$ cat config.mk
export PLATFORM = sky130hd
export DESIGN_NAME = lru_frame_replacer
export DESIGN_NICKNAME = d
export VERILOG_FILES = /design/src/lfr_pkg.sv /design/src/lfr_link_mem.sv /design/src/lfr_ctrl.sv /design/src/lru_frame_replacer.sv
export VERILOG_INCLUDE_DIRS = /design/src /design/src/src
export SDC_FILE = /design/constraint.sdc
export NUM_CORES = 1
export LEC_CHECK = 0
export BUFFER_PORTS_ARGS = -buffer_cell sky130_fd_sc_hd__buf_2
export CORE_ASPECT_RATIO = 1.25
export CORE_MARGIN = 3
export CORE_UTILIZATION = 45
export CTS_CLUSTER_DIAMETER = 200
export DETAILED_ROUTE_END_ITERATION = 16
export PLACE_DENSITY_LB_ADDON = 0.25
export SLEW_MARGIN = 20
export SYNTH_ARGS = -nofsm -noshare
export SYNTH_HDL_FRONTEND = slang
export SYNTH_SLANG_ARGS = --single-unit
$ cat constraint.sdc
create_clock -name clk_i -period 7.65 [get_ports clk_i]
set_clock_uncertainty 0.1 [all_clocks]
set_input_delay 1.1475 -clock clk_i [delete_from_list [all_inputs] [get_ports clk_i]]
set_output_delay 1.1475 -clock clk_i [all_outputs]
set_load 0.1 [all_outputs]
$ cat src/lru_frame_replacer_defines.svh
// ----------------------------------------------------------------------------
// lru frame replacer assertion macros
// concurrent checks clocked on clk_i, muted while rst_ni is low
// ----------------------------------------------------------------------------
`ifndef LRU_FRAME_REPLACER_DEFINES_SVH
`define LRU_FRAME_REPLACER_DEFINES_SVH

// property that must hold at every edge
`define LFR_ASSERT(lbl, prop, msg) \
  lbl: assert property (@(posedge clk_i) disable iff (!rst_ni) (prop)) else $error(msg);

// condition that must be followed by a result in the next cycle
`define LFR_ASSERT_NEXT(lbl, pre, post, msg) \
  lbl: assert property (@(posedge clk_i) disable iff (!rst_ni) (pre) |=> (post)) else $error(msg);

`endif

$ cat src/lfr_pkg.sv
// ----------------------------------------------------------------------------
// lfr_pkg
// shared types and constants of the lru frame replacer
// ----------------------------------------------------------------------------
`default_nettype none

package lfr_pkg;

  localparam int unsigned DEF_FRAMES = 64;
  localparam int unsigned KIND_W     = 2;
  localparam int unsigned FRAME_W    = 6;
  localparam int unsigned COUNT_W    = 7;
  localparam int unsigned IN_DATA_W  = 8;
  localparam int unsigned OUT_DATA_W = 16;

  typedef enum logic [KIND_W-1:0] {
    KIND_VICTIM = 2'd0,
    KIND_PIN    = 2'd1,
    KIND_UNPIN  = 2'd2
  } kind_e;

  // result of one operation
  typedef struct packed {
    logic               found;
    logic [FRAME_W-1:0] frame;
    logic [COUNT_W-1:0] count;
  } res_t;

  // memory port strobes
  typedef struct packed {
    logic rd_en;
    logic newer_we;
    logic older_we;
  } mem_cmd_t;

endpackage

`default_nettype wire

$ cat src/lfr_link_mem.sv
// ----------------------------------------------------------------------------
// lfr_link_mem
// link storage: newer links, and older links with the membership bit on top
// ----------------------------------------------------------------------------
`default_nettype none

module lfr_link_mem #(
  parameter int unsigned FRAMES = lfr_pkg::DEF_FRAMES
) (
  input  wire                          clk_i,
  input  wire lfr_pkg::mem_cmd_t       cmd_i,
  input  wire [$clog2(FRAMES)-1:0]     rd_addr_i,
  input  wire [$clog2(FRAMES)-1:0]     newer_waddr_i,
  input  wire [$clog2(FRAMES)-1:0]     newer_wdata_i,
  input  wire [$clog2(FRAMES)-1:0]     older_waddr_i,
  input  wire [$clog2(FRAMES):0]       older_wdata_i,
  output logic [$clog2(FRAMES)-1:0]    newer_rdata_o,
  output logic [$clog2(FRAMES):0]      older_rdata_o
);
  import lfr_pkg::*;

  localparam int unsigned IW = $clog2(FRAMES);

  logic [IW-1:0] newer_mem [FRAMES];
  logic [IW:0]   older_mem [FRAMES];

  always_ff @(posedge clk_i) begin
    if (cmd_i.newer_we) begin
      newer_mem[newer_waddr_i] <= newer_wdata_i;
    end
    if (cmd_i.rd_en) begin
      newer_rdata_o <= newer_mem[rd_addr_i];
    end
  end

  always_ff @(posedge clk_i) begin
    if (cmd_i.older_we) begin
      older_mem[older_waddr_i] <= older_wdata_i;
    end
    if (cmd_i.rd_en) begin
      older_rdata_o <= older_mem[rd_addr_i];
    end
  end

endmodule

`default_nettype wire

$ cat src/lfr_ctrl.sv
// ----------------------------------------------------------------------------
// lfr_ctrl
// operation sequencer: read node, relink neighbours, finish node, report
// ----------------------------------------------------------------------------
`default_nettype none

`include "lru_frame_replacer_defines.svh"

module lfr_ctrl #(
  parameter int unsigned FRAMES = lfr_pkg::DEF_FRAMES
) (
  input  wire                          clk_i,
  input  wire                          rst_ni,
  input  wire                          in_valid_i,
  output logic                         in_ready_o,
  input  wire [lfr_pkg::KIND_W-1:0]    in_kind_i,
  input  wire [lfr_pkg::FRAME_W-1:0]   in_frame_i,
  output logic                         res_valid_o,
  input  wire                          res_ready_i,
  output lfr_pkg::res_t                res_o,
  output lfr_pkg::mem_cmd_t            mem_cmd_o,
  output logic [$clog2(FRAMES)-1:0]    rd_addr_o,
  output logic [$clog2(FRAMES)-1:0]    newer_waddr_o,
  output logic [$clog2(FRAMES)-1:0]    newer_wdata_o,
  output logic [$clog2(FRAMES)-1:0]    older_waddr_o,
  output logic [$clog2(FRAMES):0]      older_wdata_o,
  input  wire [$clog2(FRAMES)-1:0]     newer_rdata_i,
  input  wire [$clog2(FRAMES):0]       older_rdata_i
);
  import lfr_pkg::*;

  localparam int unsigned IW = $clog2(FRAMES);
  localparam int unsigned CW = $clog2(FRAMES + 1);

  localparam logic [1:0] S_CLEAR = 2'd0;
  localparam logic [1:0] S_IDLE  = 2'd1;
  localparam logic [1:0] S_EXEC  = 2'd2;
  localparam logic [1:0] S_FIN   = 2'd3;

  localparam logic [1:0] ACT_NONE   = 2'd0;
  localparam logic [1:0] ACT_UNLINK = 2'd1;
  localparam logic [1:0] ACT_INSERT = 2'd2;

  logic [1:0]        state_q, state_d;
  logic [1:0]        act_q, act_d;
  logic [KIND_W-1:0] kind_q, kind_d;
  logic [IW-1:0]     fidx_q, fidx_d;
  logic              inrange_q, inrange_d;
  logic [IW-1:0]     newest_q, newest_d;
  logic [IW-1:0]     oldest_q, oldest_d;
  logic [CW-1:0]     count_q, count_d;
  logic [IW-1:0]     clr_q, clr_d;
  logic              found_q, found_d;
  logic [IW-1:0]     vframe_q, vframe_d;

  logic              accept;
  logic              member;
  logic [IW-1:0]     link_o;
  logic [IW-1:0]     link_n;
  logic              do_unlink;
  logic              do_insert;

  assign accept = in_valid_i && in_ready_o;
  assign member = older_rdata_i[IW];
  assign link_o = older_rdata_i[IW-1:0];
  assign link_n = newer_rdata_i;

  always_comb begin
    do_unlink = 1'b0;
    do_insert = 1'b0;
    case (kind_q)
      KIND_VICTIM: do_unlink = (count_q != '0);
      KIND_PIN:    do_unlink = inrange_q && member;
      KIND_UNPIN:  do_insert = inrange_q && !member;
      default: begin
        do_unlink = 1'b0;
        do_insert = 1'b0;
      end
    endcase
  end

  always_comb begin
    state_d       = state_q;
    act_d         = act_q;
    kind_d        = kind_q;
    fidx_d        = fidx_q;
    inrange_d     = inrange_q;
    newest_d      = newest_q;
    oldest_d      = oldest_q;
    count_d       = count_q;
    clr_d         = clr_q;
    found_d       = found_q;
    vframe_d      = vframe_q;
    in_ready_o    = 1'b0;
    res_valid_o   = 1'b0;
    mem_cmd_o     = '0;
    rd_addr_o     = oldest_q;
    newer_waddr_o = fidx_q;
    newer_wdata_o = fidx_q;
    older_waddr_o = fidx_q;
    older_wdata_o = '0;

    unique case (state_q)
      S_CLEAR: begin
        // sweep membership bits to zero
        mem_cmd_o.older_we = 1'b1;
        older_waddr_o      = clr_q;
        older_wdata_o      = '0;
        clr_d              = clr_q + IW'(1);
        if (clr_q == IW'(FRAMES - 1)) begin
          state_d = S_IDLE;
        end
      end
      S_IDLE: begin
        in_ready_o = 1'b1;
        rd_addr_o  = (in_kind_i == KIND_VICTIM) ? oldest_q : IW'(in_frame_i);
        if (accept) begin
          mem_cmd_o.rd_en = 1'b1;
          kind_d          = in_kind_i;
          fidx_d          = rd_addr_o;
          inrange_d       = (32'(in_frame_i) < FRAMES);
          state_d         = S_EXEC;
        end
      end
      S_EXEC: begin
        act_d    = ACT_NONE;
        found_d  = 1'b0;
        vframe_d = '0;
        if (do_unlink) begin
          act_d = ACT_UNLINK;
          if (kind_q == KIND_VICTIM) begin
            found_d  = 1'b1;
            vframe_d = fidx_q;
          end
          if (fidx_q == oldest_q) begin
            oldest_d = link_n;
          end else begin
            mem_cmd_o.newer_we = 1'b1;
            newer_waddr_o      = link_o;
            newer_wdata_o      = link_n;
          end
          if (fidx_q == newest_q) begin
            newest_d = link_o;
          end else begin
            mem_cmd_o.older_we = 1'b1;
            older_waddr_o      = link_n;
            older_wdata_o      = {1'b1, link_o};
          end
          count_d = count_q - CW'(1);
          if (count_q == CW'(1)) begin
            newest_d = '0;
            oldest_d = '0;
          end
        end else if (do_insert) begin
          act_d              = ACT_INSERT;
          mem_cmd_o.older_we = 1'b1;
          older_waddr_o      = fidx_q;
          newest_d           = fidx_q;
          count_d            = count_q + CW'(1);
          if (count_q == '0) begin
            oldest_d      = fidx_q;
            older_wdata_o = {1'b1, fidx_q};
          end else begin
            older_wdata_o      = {1'b1, newest_q};
            mem_cmd_o.newer_we = 1'b1;
            newer_waddr_o      = newest_q;
            newer_wdata_o      = fidx_q;
          end
        end
        state_d = S_FIN;
      end
      S_FIN: begin
        // second write to the node itself; repeating it while stalled is harmless
        case (act_q)
          ACT_UNLINK: begin
            mem_cmd_o.older_we = 1'b1;
            older_wdata_o      = '0;
          end
          ACT_INSERT: begin
            mem_cmd_o.newer_we = 1'b1;
            newer_wdata_o      = fidx_q;
          end
          default: begin
            mem_cmd_o = '0;
          end
        endcase
        res_valid_o = 1'b1;
        if (res_ready_i) begin
          state_d = S_IDLE;
        end
      end
      default: begin
        state_d = S_IDLE;
      end
    endcase
  end

  assign res_o.found = found_q;
  assign res_o.frame = FRAME_W'(vframe_q);
  assign res_o.count = COUNT_W'(count_q);

  always_ff @(posedge clk_i or negedge rst_ni) begin
    if (!rst_ni) begin
      state_q  <= S_CLEAR;
      act_q    <= ACT_NONE;
      newest_q <= '0;
      oldest_q <= '0;
      count_q  <= '0;
      clr_q    <= '0;
      found_q  <= 1'b0;
      vframe_q <= '0;
    end else begin
      state_q  <= state_d;
      act_q    <= act_d;
      newest_q <= newest_d;
      oldest_q <= oldest_d;
      count_q  <= count_d;
      clr_q    <= clr_d;
      found_q  <= found_d;
      vframe_q <= vframe_d;
    end
  end

  always_ff @(posedge clk_i) begin
    kind_q    <= kind_d;
    fidx_q    <= fidx_d;
    inrange_q <= inrange_d;
  end

  `LFR_ASSERT(a_count_max, count_q <= CW'(FRAMES), "evictable count exceeds frame count")
  `LFR_ASSERT(a_empty_ends, (count_q != '0) || (newest_q == '0 && oldest_q == '0), "empty list with stale ends")
  `LFR_ASSERT(a_count_in_exec, (count_q == $past(count_q)) || ($past(state_q) == S_EXEC), "count moved outside exec")
  `LFR_ASSERT_NEXT(a_accept_exec, in_valid_i && in_ready_o, state_q == S_EXEC, "accepted beat not executed")

endmodule

`default_nettype wire

$ cat src/lru_frame_replacer.sv
// ----------------------------------------------------------------------------
// lru_frame_replacer
// evictable frame list kept as a doubly linked list in link memories
// ----------------------------------------------------------------------------
// sequence: node read on an accepted input beat, neighbour relink, node write
//   with the result, then the result is registered for m_axis
// s_axis_tready is high only when idle, so a new beat is taken only after the
//   last one has finished these steps (each link memory has a single write port);
//   a result held up by m_axis_tready keeps the sequencer in its last step
// reset: control clears at once, then a sweep over every frame zeroes the
//   membership bits; s_axis_tready stays low for that sweep
// a finished result waits in the output register while the next beat is taken
`default_nettype none

module lru_frame_replacer #(
  parameter int unsigned FRAMES = lfr_pkg::DEF_FRAMES
) (
  input  wire                               clk_i,
  input  wire                               rst_ni,
  // input stream
  input  wire                               s_axis_tvalid,
  output logic                              s_axis_tready,
  input  wire [lfr_pkg::IN_DATA_W-1:0]      s_axis_tdata,   // [5:0] frame_index, [7:6] zero
  input  wire [lfr_pkg::KIND_W-1:0]         s_axis_tuser,   // [1:0] kind
  // result stream
  output logic                              m_axis_tvalid,
  input  wire                               m_axis_tready,
  output logic [lfr_pkg::OUT_DATA_W-1:0]    m_axis_tdata,   // [5:0] victim_frame,
                                                            // [12:6] evictable_count,
                                                            // [15:13] zero
  output logic                              m_axis_tuser    // [0] victim_found
);
  import lfr_pkg::*;

  localparam int unsigned IW = $clog2(FRAMES);

  mem_cmd_t      mem_cmd;
  logic [IW-1:0] rd_addr;
  logic [IW-1:0] newer_waddr;
  logic [IW-1:0] newer_wdata;
  logic [IW-1:0] older_waddr;
  logic [IW:0]   older_wdata;
  logic [IW-1:0] newer_rdata;
  logic [IW:0]   older_rdata;

  logic res_valid;
  logic res_ready;
  res_t res;

  // output register
  logic m_valid_q, m_valid_d;
  res_t m_res_q, m_res_d;

  // link memories: newer link per frame, older link plus membership bit
  lfr_link_mem #(
    .FRAMES (FRAMES)
  ) u_mem (
    .clk_i         (clk_i),
    .cmd_i         (mem_cmd),
    .rd_addr_i     (rd_addr),
    .newer_waddr_i (newer_waddr),
    .newer_wdata_i (newer_wdata),
    .older_waddr_i (older_waddr),
    .older_wdata_i (older_wdata),
    .newer_rdata_o (newer_rdata),
    .older_rdata_o (older_rdata)
  );

  // sequencer holding list ends, count and the clearing sweep
  lfr_ctrl #(
    .FRAMES (FRAMES)
  ) u_ctrl (
    .clk_i         (clk_i),
    .rst_ni        (rst_ni),
    .in_valid_i    (s_axis_tvalid),
    .in_ready_o    (s_axis_tready),
    .in_kind_i     (s_axis_tuser),
    .in_frame_i    (s_axis_tdata[FRAME_W-1:0]),
    .res_valid_o   (res_valid),
    .res_ready_i   (res_ready),
    .res_o         (res),
    .mem_cmd_o     (mem_cmd),
    .rd_addr_o     (rd_addr),
    .newer_waddr_o (newer_waddr),
    .newer_wdata_o (newer_wdata),
    .older_waddr_o (older_waddr),
    .older_wdata_o (older_wdata),
    .newer_rdata_i (newer_rdata),
    .older_rdata_i (older_rdata)
  );

  // slot is free when empty or being drained this cycle
  assign res_ready = !m_valid_q || m_axis_tready;

  always_comb begin
    m_valid_d = m_valid_q;
    m_res_d   = m_res_q;
    if (res_valid && res_ready) begin
      m_valid_d = 1'b1;
      m_res_d   = res;
    end else if (m_axis_tready) begin
      m_valid_d = 1'b0;
    end
  end

  always_ff @(posedge clk_i or negedge rst_ni) begin
    if (!rst_ni) begin
      m_valid_q <= 1'b0;
    end else begin
      m_valid_q <= m_valid_d;
    end
  end

  always_ff @(posedge clk_i) begin
    m_res_q <= m_res_d;
  end

  assign m_axis_tvalid = m_valid_q;
  assign m_axis_tuser  = m_res_q.found;
  assign m_axis_tdata  = {(OUT_DATA_W - FRAME_W - COUNT_W)'(0), m_res_q.count, m_res_q.frame};

endmodule

`default_nettype wire
# After elaboration in Yosys (flattened, before gate mapping)
# Memory sizes are Yosys's and may differ from the RTL's. A register that Yosys moved wholly into a read port is not among the register bits.
# Index checks and enable logic that the tools add are counted.
[op_classes] n_addsub=3 eq_ne=16 muxes=60 n_reduce_logical=18
[op_table] operator="$mux W6" n=24
[op_table] operator="$mux W7" n=6
[op_table] operator="$mux W1" n=18
[op_table] operator="$mux W2" n=7
[op_table] operator="$eq A6 B6 Y1" n=2
[op_table] operator="$pmux W6 S2" n=1
[op_table] operator="$eq A2 B2 Y1 const B" n=4
[op_table] operator="$pmux W2 S4" n=1
[op_table] operator="$add A7 B1 Y7 const B" n=1
[op_table] operator="$eq A7 B1 Y1 const B" n=1
[op_table] operator="$logic_not A7 Y1" n=1
[op_table] operator="$reduce_bool A7 Y1" n=1
[op_table] operator="$sub A7 B1 Y7 const B" n=1
[op_table] operator="$add A6 B1 Y6 const B" n=1
[op_table] operator="$eq A2 B1 Y1 const B" n=3
[op_table] operator="$eq A6 B6 Y1 const B" n=1
[op_table] operator="$logic_not A2 Y1" n=3
[op_table] operator="$ne A3 B3 Y1 const B" n=2
[op_table] operator="$reduce_and A3 Y1" n=2
[op_table] operator="$reduce_bool A2 Y1" n=3
[op_table] operator="$ne A2 B1 Y1 const B" n=2
[op_table] operator="$pmux W1 S2" n=2
[op_table] operator="$reduce_and A2 Y1" n=2
[op_table] operator="$reduce_and A4 Y1" n=1
[op_table] operator="other kinds (5)" n=7
[word_totals] regBits=59 ram_bits=832 inputBits=14 out_inout_bits=19 wordCells=113 memories=2
[memory_table] name="u_mem.older_mem" words=64 word_bits=7 read_ports=1 rd_clocked_by_memory_dff=1 write_ports=1 line_no="lfr_link_mem.sv:25" text="logic [IW:0] older_mem [FRAMES];"
[memory_table] name="u_mem.newer_mem" words=64 word_bits=6 read_ports=1 rd_clocked_by_memory_dff=1 write_ports=1 line_no="lfr_link_mem.sv:24" text="logic [IW-1:0] newer_mem [FRAMES];"

# Longest topological paths before layout
# Gate-level depths: netlist (run 1).
[depth] ltp_word=7 depth_mapped=13 depth_no_buf=9

# Cells and area by module
# A second synthesis (run 1) with hierarchy kept.
[hier_totals] hier_cells=1857 area_unflattened_um2=36610.1
[modules_own_cells] module="lfr_link_mem" n_inst=1 cells_per_inst=1522 area_per_inst_um2=32904.1 seq_area_each_um2=25374.3
[modules_own_cells] module="lfr_ctrl" n_inst=1 cells_per_inst=313 area_per_inst_um2=3205.6 seq_area_each_um2=1141.1
[modules_own_cells] module="lru_frame_replacer" n_inst=1 cells_per_inst=22 area_per_inst_um2=500.5 seq_area_each_um2=445.4

# Worst setup path before layout (run 1)
# Ideal clock, no wire load.
[synth_path] kind="flip-flop to flip-flop" startpoint="register u_ctrl.count_q[2]" endpoint="memory u_mem.older_mem[0][3] in the netlist's numbering, data pin" setup_ps=702 t_arrival_ps=4199 t_required_ps=6848 setup_slack_ps=2650 stages_incl_launch_ff=8 path_buffers=3 synth_period_minus_slack_ps=5000 path_cell_list="dfrtp_1 -> buf_6 -> or4_4 -> buf_6 -> or2_1 -> buf_6 -> mux2i_1 -> o21ai_0"
[synth_between] elab_chain_len=5 elab_cells_between_ends=7 cone_classes="mux (5); reduce/logical (2)"
[synth_rtl] element="from (decl)" line_no="lfr_ctrl.sv:51" text="logic [CW-1:0] count_q, count_d;"
[synth_rtl] element="from (signal assigned)" line_no="lfr_ctrl.sv:217" text="count_q <= count_d;"
[synth_rtl] element="$logic_not A7 Y1" line_no="lfr_ctrl.sv:160" text="if (count_q == '0) begin"
[synth_rtl] element="$mux W6" line_no="lfr_ctrl.sv:160"
[synth_rtl] element="$mux W7" line_no="lfr_ctrl.sv:154" text="end else if (do_insert) begin"
[synth_rtl] element="$mux W7 (*)" line_no="lfr_ctrl.sv:129" text="if (do_unlink) begin"
[synth_rtl] element="$mux W7 (*)"
[synth_rtl] element="net older_wdata[3]" line_no="lru_frame_replacer.sv:42" text="logic [IW:0] older_wdata;"
[synth_rtl] element="to (decl)" line_no="lfr_link_mem.sv:25"
# Mark *: on every way through the listed nets, which the timed path passes. The rest lies on a longest branch.

# Worst setup path in the final report (run 1)
[layout_path] startpoint="register u_ctrl.state_q[0]" endpoint="memory u_mem.newer_mem[23][0] in the netlist's numbering, enable pin"
[layout_between] elab_chain_len=4 elab_cells_between_ends=6 cone_classes="eq/ne (2); mux (4)"
[layout_rtl] element="from (decl)" line_no="lfr_ctrl.sv:44" text="logic [1:0] state_q, state_d;"
[layout_rtl] element="from (signal assigned)" line_no="lfr_ctrl.sv:213" text="state_q <= state_d;"
[layout_rtl] element="$eq A2 B2 Y1" line_no="lfr_ctrl.sv:103" text="unique case (state_q)"
[layout_rtl] element="$pmux W1 S2" line_no="lfr_ctrl.sv:103"
[layout_rtl] element="$mux W1" line_no="lfr_link_mem.sv:28" text="if (cmd_i.newer_we) begin"
[layout_rtl] element="$mux W1 (not written as such)" line_no="lfr_link_mem.sv:29" text="newer_mem[newer_waddr_i] <= newer_wdata_i;"
[layout_rtl] element="to (decl)" line_no="lfr_link_mem.sv:24"
# Several ways; a longest one is shown, not always the timed one.

==> out/qor.yml, run 1 <==
power_density_mw_per_mm2: 231
max_freq_ghz: 0.205
critPathArrivalTime_ps: 5060
cp_cell_sequence: "inv_1 -> ha_1 -> clkinv_1 -> a21oi_1 -> o22ai_1 -> nor3_1 -> nand3_1 -> nor2_1"
dominantRegCellSynth: "edfxtp_1"
p_comb_share_pct: 0.2
first_pass_iters: 5
cts-resized-gates: 0
drive_above_1_share_pct: 10.0
die_w_um: 261
cts_root_buffer: "clkbuf_16"
cts.reportedPaths.clkPinSlew_ps: 60
fill_cells: 6737
antenna_left: 0
clock-sinks: 904
synth_area_per_cell_um2: 13.8
initial_utilization_pct: 45.7
wl_per_cell_um: 23.8
areaGrowthSynthToFinish_pct: 10.9
cts_tree: "yes"
synth_edf_count: 867
grtUsageTotal_pct: 21.1
worstSkewPairLatency_ps: 640
syn-cell-area_mm2: 0.0367
critPathKind: "flip-flop to flip-flop"
async_flop_share_pct: 4.09
rows: 116
peakVddDrop_v: 0.000148
grt_remaining_overflow: 0
numCtsBuffers: 85
crit_path_start_kind: "flip-flop"
vias: 21700
fin_crit_ps: 4880
grt_pass1_vias: 21300
status: "completed"
setup_ws_ps: 2770
dp_hpwl_um: 55700
cp_num_buf_inv: 2
seq_area_mm2: 0.0270
final_nets: 2675
switchingPower_mw: 1.79
drv_cap: 0
multiInputGateArea_mm2: 0.00925
cp_top_family: "simple AND/OR/NAND/NOR gates"
fin_crit_sh_pct: 63.8
ys_warn_count: 0
p_int_mw: 7.63
synth_top_cell_area_share_pct: 70.9
io_pins: 33
pwr-share-clk_pct: 43.1
via_per_inst: 5.73
wirelength_um: 89900
cp-end-kind: "flip-flop"
slowest_stage: "nand3_1"
core-area_mm2: 0.0804
cpPeakStageDelay_ps: 860
synth-seq-area-share_pct: 73.4
placement.io_buffers: 27
switching_share_pct: 19.0
hp-class: "flip-flop to flip-flop"
layout.cells.non_filler: 3783
initialDrtViolationCount: 2114
drc: 0
setup_viol: 0
grt_max_degree: 124
worstMarginPinSlew_ps: 1110
dieArea_mm2: 0.0851
postCtsSetupRepairBufs: 0
placedCellCount: 3627
p_seq_share_pct: 56.7
yosysUniqueCellTypes: 68
dieHeight_um: 325
grt_antenna_before_repair: 2
setup_tns_ps: 0
final_common_cell: "edfxtp_1"
cp_max_fo: 21
relSlewSlack_pct: 25.7
cp.required_ps: 7820
gp_congestion: 0.900
layout_common_cells: "edfxtp_1, nand2_1, nand3_1"
use_met2_pct: 36.2
yosysTopAreaCell: "edfxtp_1"
rsz0062_at_grt: "no"
p_leak_nw: 13.2
top_usage_layer: "met2"
use_met3_pct: 2.93
synthCells: 2654
dp_slack_ps: 2370
htree_levels: 3
synth_seq_cells: 904
fin_hold_ws_ps: 368
met1_usage_pct: 27.1
report.final.slew_viol_count: 0
cts_buffer_depth: 3
hold_violations: 0
cts_hold_buf: 0
synth_area_leaders: "edfxtp_1, nand2_1, dfrtp_1"
grt_pass1_wl_um: 134000
fin_util_pct: 50.6
-- kinds of logic after synthesis --
group           Yosys count  share of synthesized area [%]
other cells               1                         0.0102
mux                     127                           4.49
xor+xnor                 24                          0.573
compound gates          379                           7.37
buf+inv                 168                           1.96
flops                   904                           73.4
fa+ha+maj                 9                          0.307
simple gates           1042                           11.8
-- metrics by stage --
step	power, mW	area, um2
3_5_place_dp	5.47	38000
4_1_cts	9.50	40700
6_report	9.43	40700
3_3_place_gp	5.47	38000
2_1_floorplan	5.46	36700
5_1_grt	9.70	40700
-- final timing paths --
check,cells past startpoint,endpoint,start,slack [ps]
worst max-delay path,8,u_mem.newer_mem[23][0],u_ctrl.state_q[0],2770
worst min register to register,0,m_axis_tdata[0],u_ctrl.vframe_q[0],370
worst max register to register,8,u_mem.newer_mem[23][0],u_ctrl.state_q[0],2770
worst min-delay path,0,m_axis_tdata[0],u_ctrl.vframe_q[0],370
min in group asynchronous,1,u_ctrl.count_q[5],rst_ni,530
max in group asynchronous,1,u_ctrl.newest_q[3],rst_ni,6360
-- flip-flops by register name (all words and copies together), names as in the netlist, 7 cells and up --
name,flops
u_mem.newer_mem,384
u_mem.older_mem,448
u_ctrl.count_q,7
m_axis_tdata,13
u_mem.older_rdata_o,7
-- Yosys cell counts, types with 3 or more instances --
library cell / instances
nor3_1: 13
buf_1: 10
o221ai_1: 3
o22ai_1: 3
a2111oi_0: 26
a32oi_1: 63
a21o_1: 4
a21oi_1: 66
clkbuf_1: 104
dfrtp_1: 37
buf_4: 6
nor2_1: 145
mux4_2: 28
and3_1: 16
buf_2: 35
xor2_1: 9
a22o_1: 20
and2_1: 7
o2111ai_1: 3
inv_1: 9
nand3_1: 150
edfxtp_1: 867
o21ai_1: 6
a211oi_1: 6
o21ai_0: 22
mux2_2: 20
a22oi_1: 17
mux2i_1: 79
nand3b_1: 7
xnor2_1: 15
nor4_1: 4
nand2b_1: 12
o211ai_1: 4
ha_1: 9
buf_6: 3
nand4_1: 16
a31oi_1: 114
nand2_1: 656
-- power by group through the flow --
| stage | Sequential, mW | Clock, mW | Combinational, mW |
|---|---|---|---|
| 2_1_floorplan | 5.45 | 0 | 0.0113 |
| 3_3_place_gp | 5.45 | 0 | 0.0206 |
| 3_5_place_dp | 5.45 | 0 | 0.0211 |
| 4_1_cts | 5.34 | 4.14 | 0.0211 |
| 5_1_grt | 5.34 | 4.34 | 0.0229 |
| 6_report | 5.34 | 4.07 | 0.0209 |
-- per-layer routing --
layer  vias up  routed length (um)
met4         0                3320
met5         -                   0
met3       169                5790
met2       826               45900
met1     10700               34900
li1       9978                   -
-- final cells by class --
cell class | count | area share, %
repair buffers | 67 | 1.16
well taps | 1062 | 3.26
clock buffers | 102 | 5.48
diodes | 1 | 0.00615
flip-flops and latches | 904 | 66.2
clock inverters | 53 | 1.05
inverters | 10 | 0.0922
multi-input cells | 1584 | 22.7
Note: power is estimated with default switching activity, not from simulation.
==> inputs of run 2 (changes only) <==
==> constraint.sdc (replaced) <==
create_clock -name clk_i -period 5.1 [get_ports clk_i]
set_clock_uncertainty 0.1 [all_clocks]
set_input_delay 0.765 -clock clk_i [delete_from_list [all_inputs] [get_ports clk_i]]
set_output_delay 0.765 -clock clk_i [all_outputs]
set_load 0.1 [all_outputs]
==> out/qor.yml, run 2 (same netlist as run 1, synthesis figures left out) <==
status: "completed"
fin_crit_sh_pct: 87.7
dieArea_mm2: 0.0851
cp_top_family: "simple AND/OR/NAND/NOR gates"
setup_viol: 0
p_seq_share_pct: 56.1
cts.reportedPaths.clkPinSlew_ps: 60
met1_usage_pct: 28.7
rows: 116
cts-resized-gates: 0
gp_congestion: 0.933
final_common_cell: "edfxtp_1"
top_usage_layer: "met2"
crit_path_start_kind: "flip-flop"
placement.io_buffers: 27
seq_area_mm2: 0.0270
largest_register_ffs: 448
fin_util_pct: 51.4
drc: 0
vias: 22600
p_comb_share_pct: 0.2
initialDrtViolationCount: 2526
cpPeakStageDelay_ps: 800
layout_common_cells: "edfxtp_1, nand2_1, nand3_1"
switching_share_pct: 19.5
cts_hold_buf: 0
grt_max_degree: 110
cp_cell_sequence: "or4_4 -> o311ai_2 -> buf_4 -> a211oi_1 -> a311oi_2 -> nand3_2 -> nor2_1"
cts_buffer_depth: 3
postCtsSetupRepairBufs: 0
critPathKind: "flip-flop to flip-flop"
drv_cap: 0
cts_tree: "yes"
wl_per_cell_um: 24.7
initial_utilization_pct: 45.7
cp.required_ps: 5270
peakVddDrop_v: 0.000214
fin_crit_ps: 4470
dieHeight_um: 325
p_int_mw: 11.5
wirelength_um: 95100
slowest_stage: "a311oi_2"
cts_root_buffer: "clkbuf_16"
placedCellCount: 3689
grt_pass1_wl_um: 141000
cp_max_fo: 19
hp-class: "primary input to asynchronous set/reset pin"
grtUsageTotal_pct: 22.1
setup_tns_ps: 0
pwr-share-clk_pct: 43.7
areaGrowthSynthToFinish_pct: 12.6
relSlewSlack_pct: 19.3
critPathArrivalTime_ps: 4650
hold_violations: 0
via_per_inst: 5.88
fill_cells: 6620
worstSkewPairLatency_ps: 660
switchingPower_mw: 2.78
core-area_mm2: 0.0804
numCtsBuffers: 86
grt_antenna_before_repair: 1
cp-end-kind: "flip-flop"
dp_hpwl_um: 60800
drive_above_1_share_pct: 12.1
grt_pass1_vias: 22200
diodes: 0
antenna_left: 0
grt_remaining_overflow: 0
rsz0062_at_grt: "no"
clock-sinks: 904
p_leak_nw: 13.6
use_met2_pct: 37.2
power_density_mw_per_mm2: 345
final_nets: 2738
die_w_um: 261
multiInputGateArea_mm2: 0.00923
report.final.slew_viol_count: 0
fin_hold_ws_ps: 125
use_met3_pct: 3.01
regMostFlops: "u_mem.older_mem"
io_pins: 33
max_freq_ghz: 0.224
worstMarginPinSlew_ps: 1180
htree_levels: 3
cp_num_buf_inv: 1
first_pass_iters: 6
layout.cells.non_filler: 3850
[run 2: cell types whose count changed in the layout (fill, tap and decap cells not counted), sizes merged]
| cell | change |
|---|---|
| buf | +62 |
| clkbuf | +8 |
| clkinvlp | -2 |
| diode | -1 |
[run 2: area by class of cell]
cell class | instances | share of cell area, %
Clock inverter | 51 | 1.10
Tap cell | 1062 | 3.21
Clock buffer | 110 | 5.50
Sequential cell | 904 | 65.2
Multi-Input combinational cell | 1584 | 22.3
Inverter | 10 | 0.0908
Timing Repair Buffer | 129 | 2.57
[run 2: path summary, 6_finish.rpt]
check	startpoint	end	slack, ps	cells after the start
min in group clk_i	s_axis_tuser[0]	u_ctrl.kind_q[0]	240	1
max in group asynchronous	rst_ni	u_ctrl.oldest_q[5]	4230	1
hold reg to reg	u_ctrl.vframe_q[2]	m_axis_tdata[2]	360	0
setup reg to reg	u_ctrl.count_q[2]	u_mem.older_mem[56][4]	630	7
setup / recovery	u_ctrl.count_q[2]	u_mem.older_mem[56][4]	630	7
hold / removal	rst_ni	u_ctrl.vframe_q[2]	120	1
[run 2: routing by layer]
layer / wire, um / part of all wire, %
met2: 47500 / 50
met4: 3910 / 4.1
met5: 13 / 0.014
met3: 5750 / 6.0
met1: 38000 / 40
[run 2: stage by stage]
| stage | cell area (um2) | total power [mW] | setup slack (ps) |
|---|---|---|---|
| 6_report | 41300 | 14.3 | 627 |
| 5_1_grt | 41300 | 14.7 | 449 |
| 4_1_cts | 41300 | 14.4 | 691 |
| 3_5_place_dp | 38600 | 8.20 | 521 |
| 3_3_place_gp | 38500 | 8.20 | 620 |
| 2_1_floorplan | 36700 | 8.18 | 99.6 |
[run 2: power by group through the flow]
stage / combinational [mW] / sequential (mW) / clock [mW]
after detailed placement: 0.0322 / 8.17 / 0
after floorplan: 0.0170 / 8.17 / 0
after global placement: 0.0316 / 8.17 / 0
after CTS: 0.0326 / 8.01 / 6.35
after global routing: 0.0349 / 8.00 / 6.63
final: 0.0321 / 8.01 / 6.24
[run 2: worst reg2reg max path, delay by kind of cell (launching register included)]
family                 cells  cell delay (ps)
buffers and inverters      1              320
DFF                        1              470
and+or+nand+nor            3             1930
AOI/OAI and AO/OA          3             1270
==> inputs of run 3 (changes only) <==
==> constraint.sdc (replaced) <==
create_clock -name clk_i -period 5.1 [get_ports clk_i]
set_clock_uncertainty 0.1 [all_clocks]
set_input_delay 1.02 -clock clk_i [delete_from_list [all_inputs] [get_ports clk_i]]
set_output_delay 1.02 -clock clk_i [all_outputs]
set_load 0.1 [all_outputs]
==> out/qor.yml, run 3 (same netlist as run 1, synthesis figures left out) <==
p_seq_share_pct: 55.9
initial_utilization_pct: 45.7
io_pins: 33
fin_crit_sh_pct: 88.0
via_per_inst: 5.85
drc: 0
antenna_left: 0
initialDrtViolationCount: 2203
worstMarginPinSlew_ps: 1050
grt_antenna_before_repair: 0
cp_max_fo: 80
p_int_mw: 11.6
setup_ws_ps: 613
core-area_mm2: 0.0804
reg2reg_depth: 10
fill_cells: 6645
cts_root_buffer: "clkbuf_16"
pwr-share-clk_pct: 43.9
dieArea_mm2: 0.0851
worstSkewPairLatency_ps: 650
first_pass_iters: 6
grt_max_degree: 115
post_dp_cell_area_mm2: 0.0388
peakVddDrop_v: 0.000222
p_comb_share_pct: 0.2
die_w_um: 261
grt_pass1_vias: 22500
switching_share_pct: 19.1
wirelength_um: 94200
critPathArrivalTime_ps: 4760
grtUsageTotal_pct: 22.0
gp_congestion: 0.888
crit_path_start_kind: "flip-flop"
power_density_mw_per_mm2: 344
dp_hpwl_um: 60500
vias: 22700
final_area_mm2: 0.0417
cts.reportedPaths.clkPinSlew_ps: 70
rsz0062_at_grt: "no"
switchingPower_mw: 2.73
cp.required_ps: 5380
status: "completed"
endpoint: "u_mem.older_rdata_o[0]"
fin_hold_ws_ps: 360
cp-end-kind: "flip-flop"
setup_viol: 0
cts_buffer_depth: 3
r2r-start: "u_ctrl.state_q[1]"
relSlewSlack_pct: 29.4
rr_endpoint: "u_mem.older_rdata_o[0]"
rows: 116
hold_violations: 0
critPathKind: "flip-flop to flip-flop"
p_leak_nw: 13.8
areaGrowthSynthToFinish_pct: 13.5
crit_start: "u_ctrl.state_q[1]"
fin_util_pct: 51.8
numCtsBuffers: 86
dp_slack_ps: 341
wl_per_cell_um: 24.3
largest_register_ffs: 448
layout_common_cells: "edfxtp_1, nand2_1, nand3_1"
final_nets: 2770
cts_hold_buf: 0
placement.io_buffers: 27
fin_crit_ps: 4490
dieHeight_um: 325
final_common_cell: "edfxtp_1"
clock-sinks: 904
setup_tns_ps: 0
drv_cap: 0
postCtsSetupRepairBufs: 0
regMostFlops: "u_mem.older_mem"
r2r_slack_ps: 610
hp-class: "flip-flop to flip-flop"
diodes: 0
grt_remaining_overflow: 0
grt_pass1_wl_um: 140000
report.final.slew_viol_count: 0
max_freq_ghz: 0.223
cts_tree: "yes"
cts-resized-gates: 0
drive_above_1_share_pct: 13.1
htree_levels: 3
==> run 3: area by class of cell <==
cell class	instances	area (um2)	share of cell area [%]
clock buffers	105	2280	5.46
inverters	10	37.5	0.0901
clock inverters	53	479	1.15
flip-flops and latches	904	27000	64.7
multi-input cells	1584	9240	22.2
well taps	1062	1330	3.19
repair buffers	161	1350	3.25
==> run 3: how the worst min path moves through the flow <==
stage | start | to | slack [ps] | cells past startpoint
3_3_place_gp | u_ctrl.found_q | m_axis_tuser | 350 | 0
4_1_cts | u_ctrl.found_q | m_axis_tuser | 360 | 0
5_1_grt | u_ctrl.found_q | m_axis_tuser | 370 | 0
6_report | u_ctrl.found_q | m_axis_tuser | 360 | 0
2_1_floorplan | u_ctrl.found_q | m_axis_tuser | 330 | 0
3_5_place_dp | u_ctrl.found_q | m_axis_tuser | 350 | 0
==> run 3: through the flow <==
stage	total power, mW	std cells
5_1_grt	14.7	3879
3_5_place_dp	8.20	3716
2_1_floorplan	8.18	2656
3_3_place_gp	8.20	3716
6_report	14.3	3879
4_1_cts	14.4	3874
==> run 3: critical path, cell delays in order, from the launching register on <==
cell and delay [ps]:
dfrtp_1 430, inv_1 160, ha_1 450, o21ai_2 290, buf_4 310, mux2_8 630, mux4_2 430, a2111oi_0 750
buf_4 220, a22o_1 220, a31oi_1 70
==> run 3: power by group through the flow <==
stage / logic [mW] / registers [mW] / clock network (mW)
finish: 0.0314 / 8.01 / 6.29
global route: 0.0343 / 8.00 / 6.69
CTS: 0.0320 / 8.01 / 6.41
detailed placement: 0.0319 / 8.17 / 0
global placement: 0.0308 / 8.17 / 0
floorplan: 0.0170 / 8.17 / 0
==> run 3: per-layer routing <==
layer / up-vias / part of all wire, % / track usage [%]
met2: 900 / 50 / 37.3
li1: 10200 / - / -
met3: 243 / 6.5 / 3.68
met1: 11400 / 38 / 27.3
met4: 0 / 5.1 / 10.8
met5: - / 0 / 0
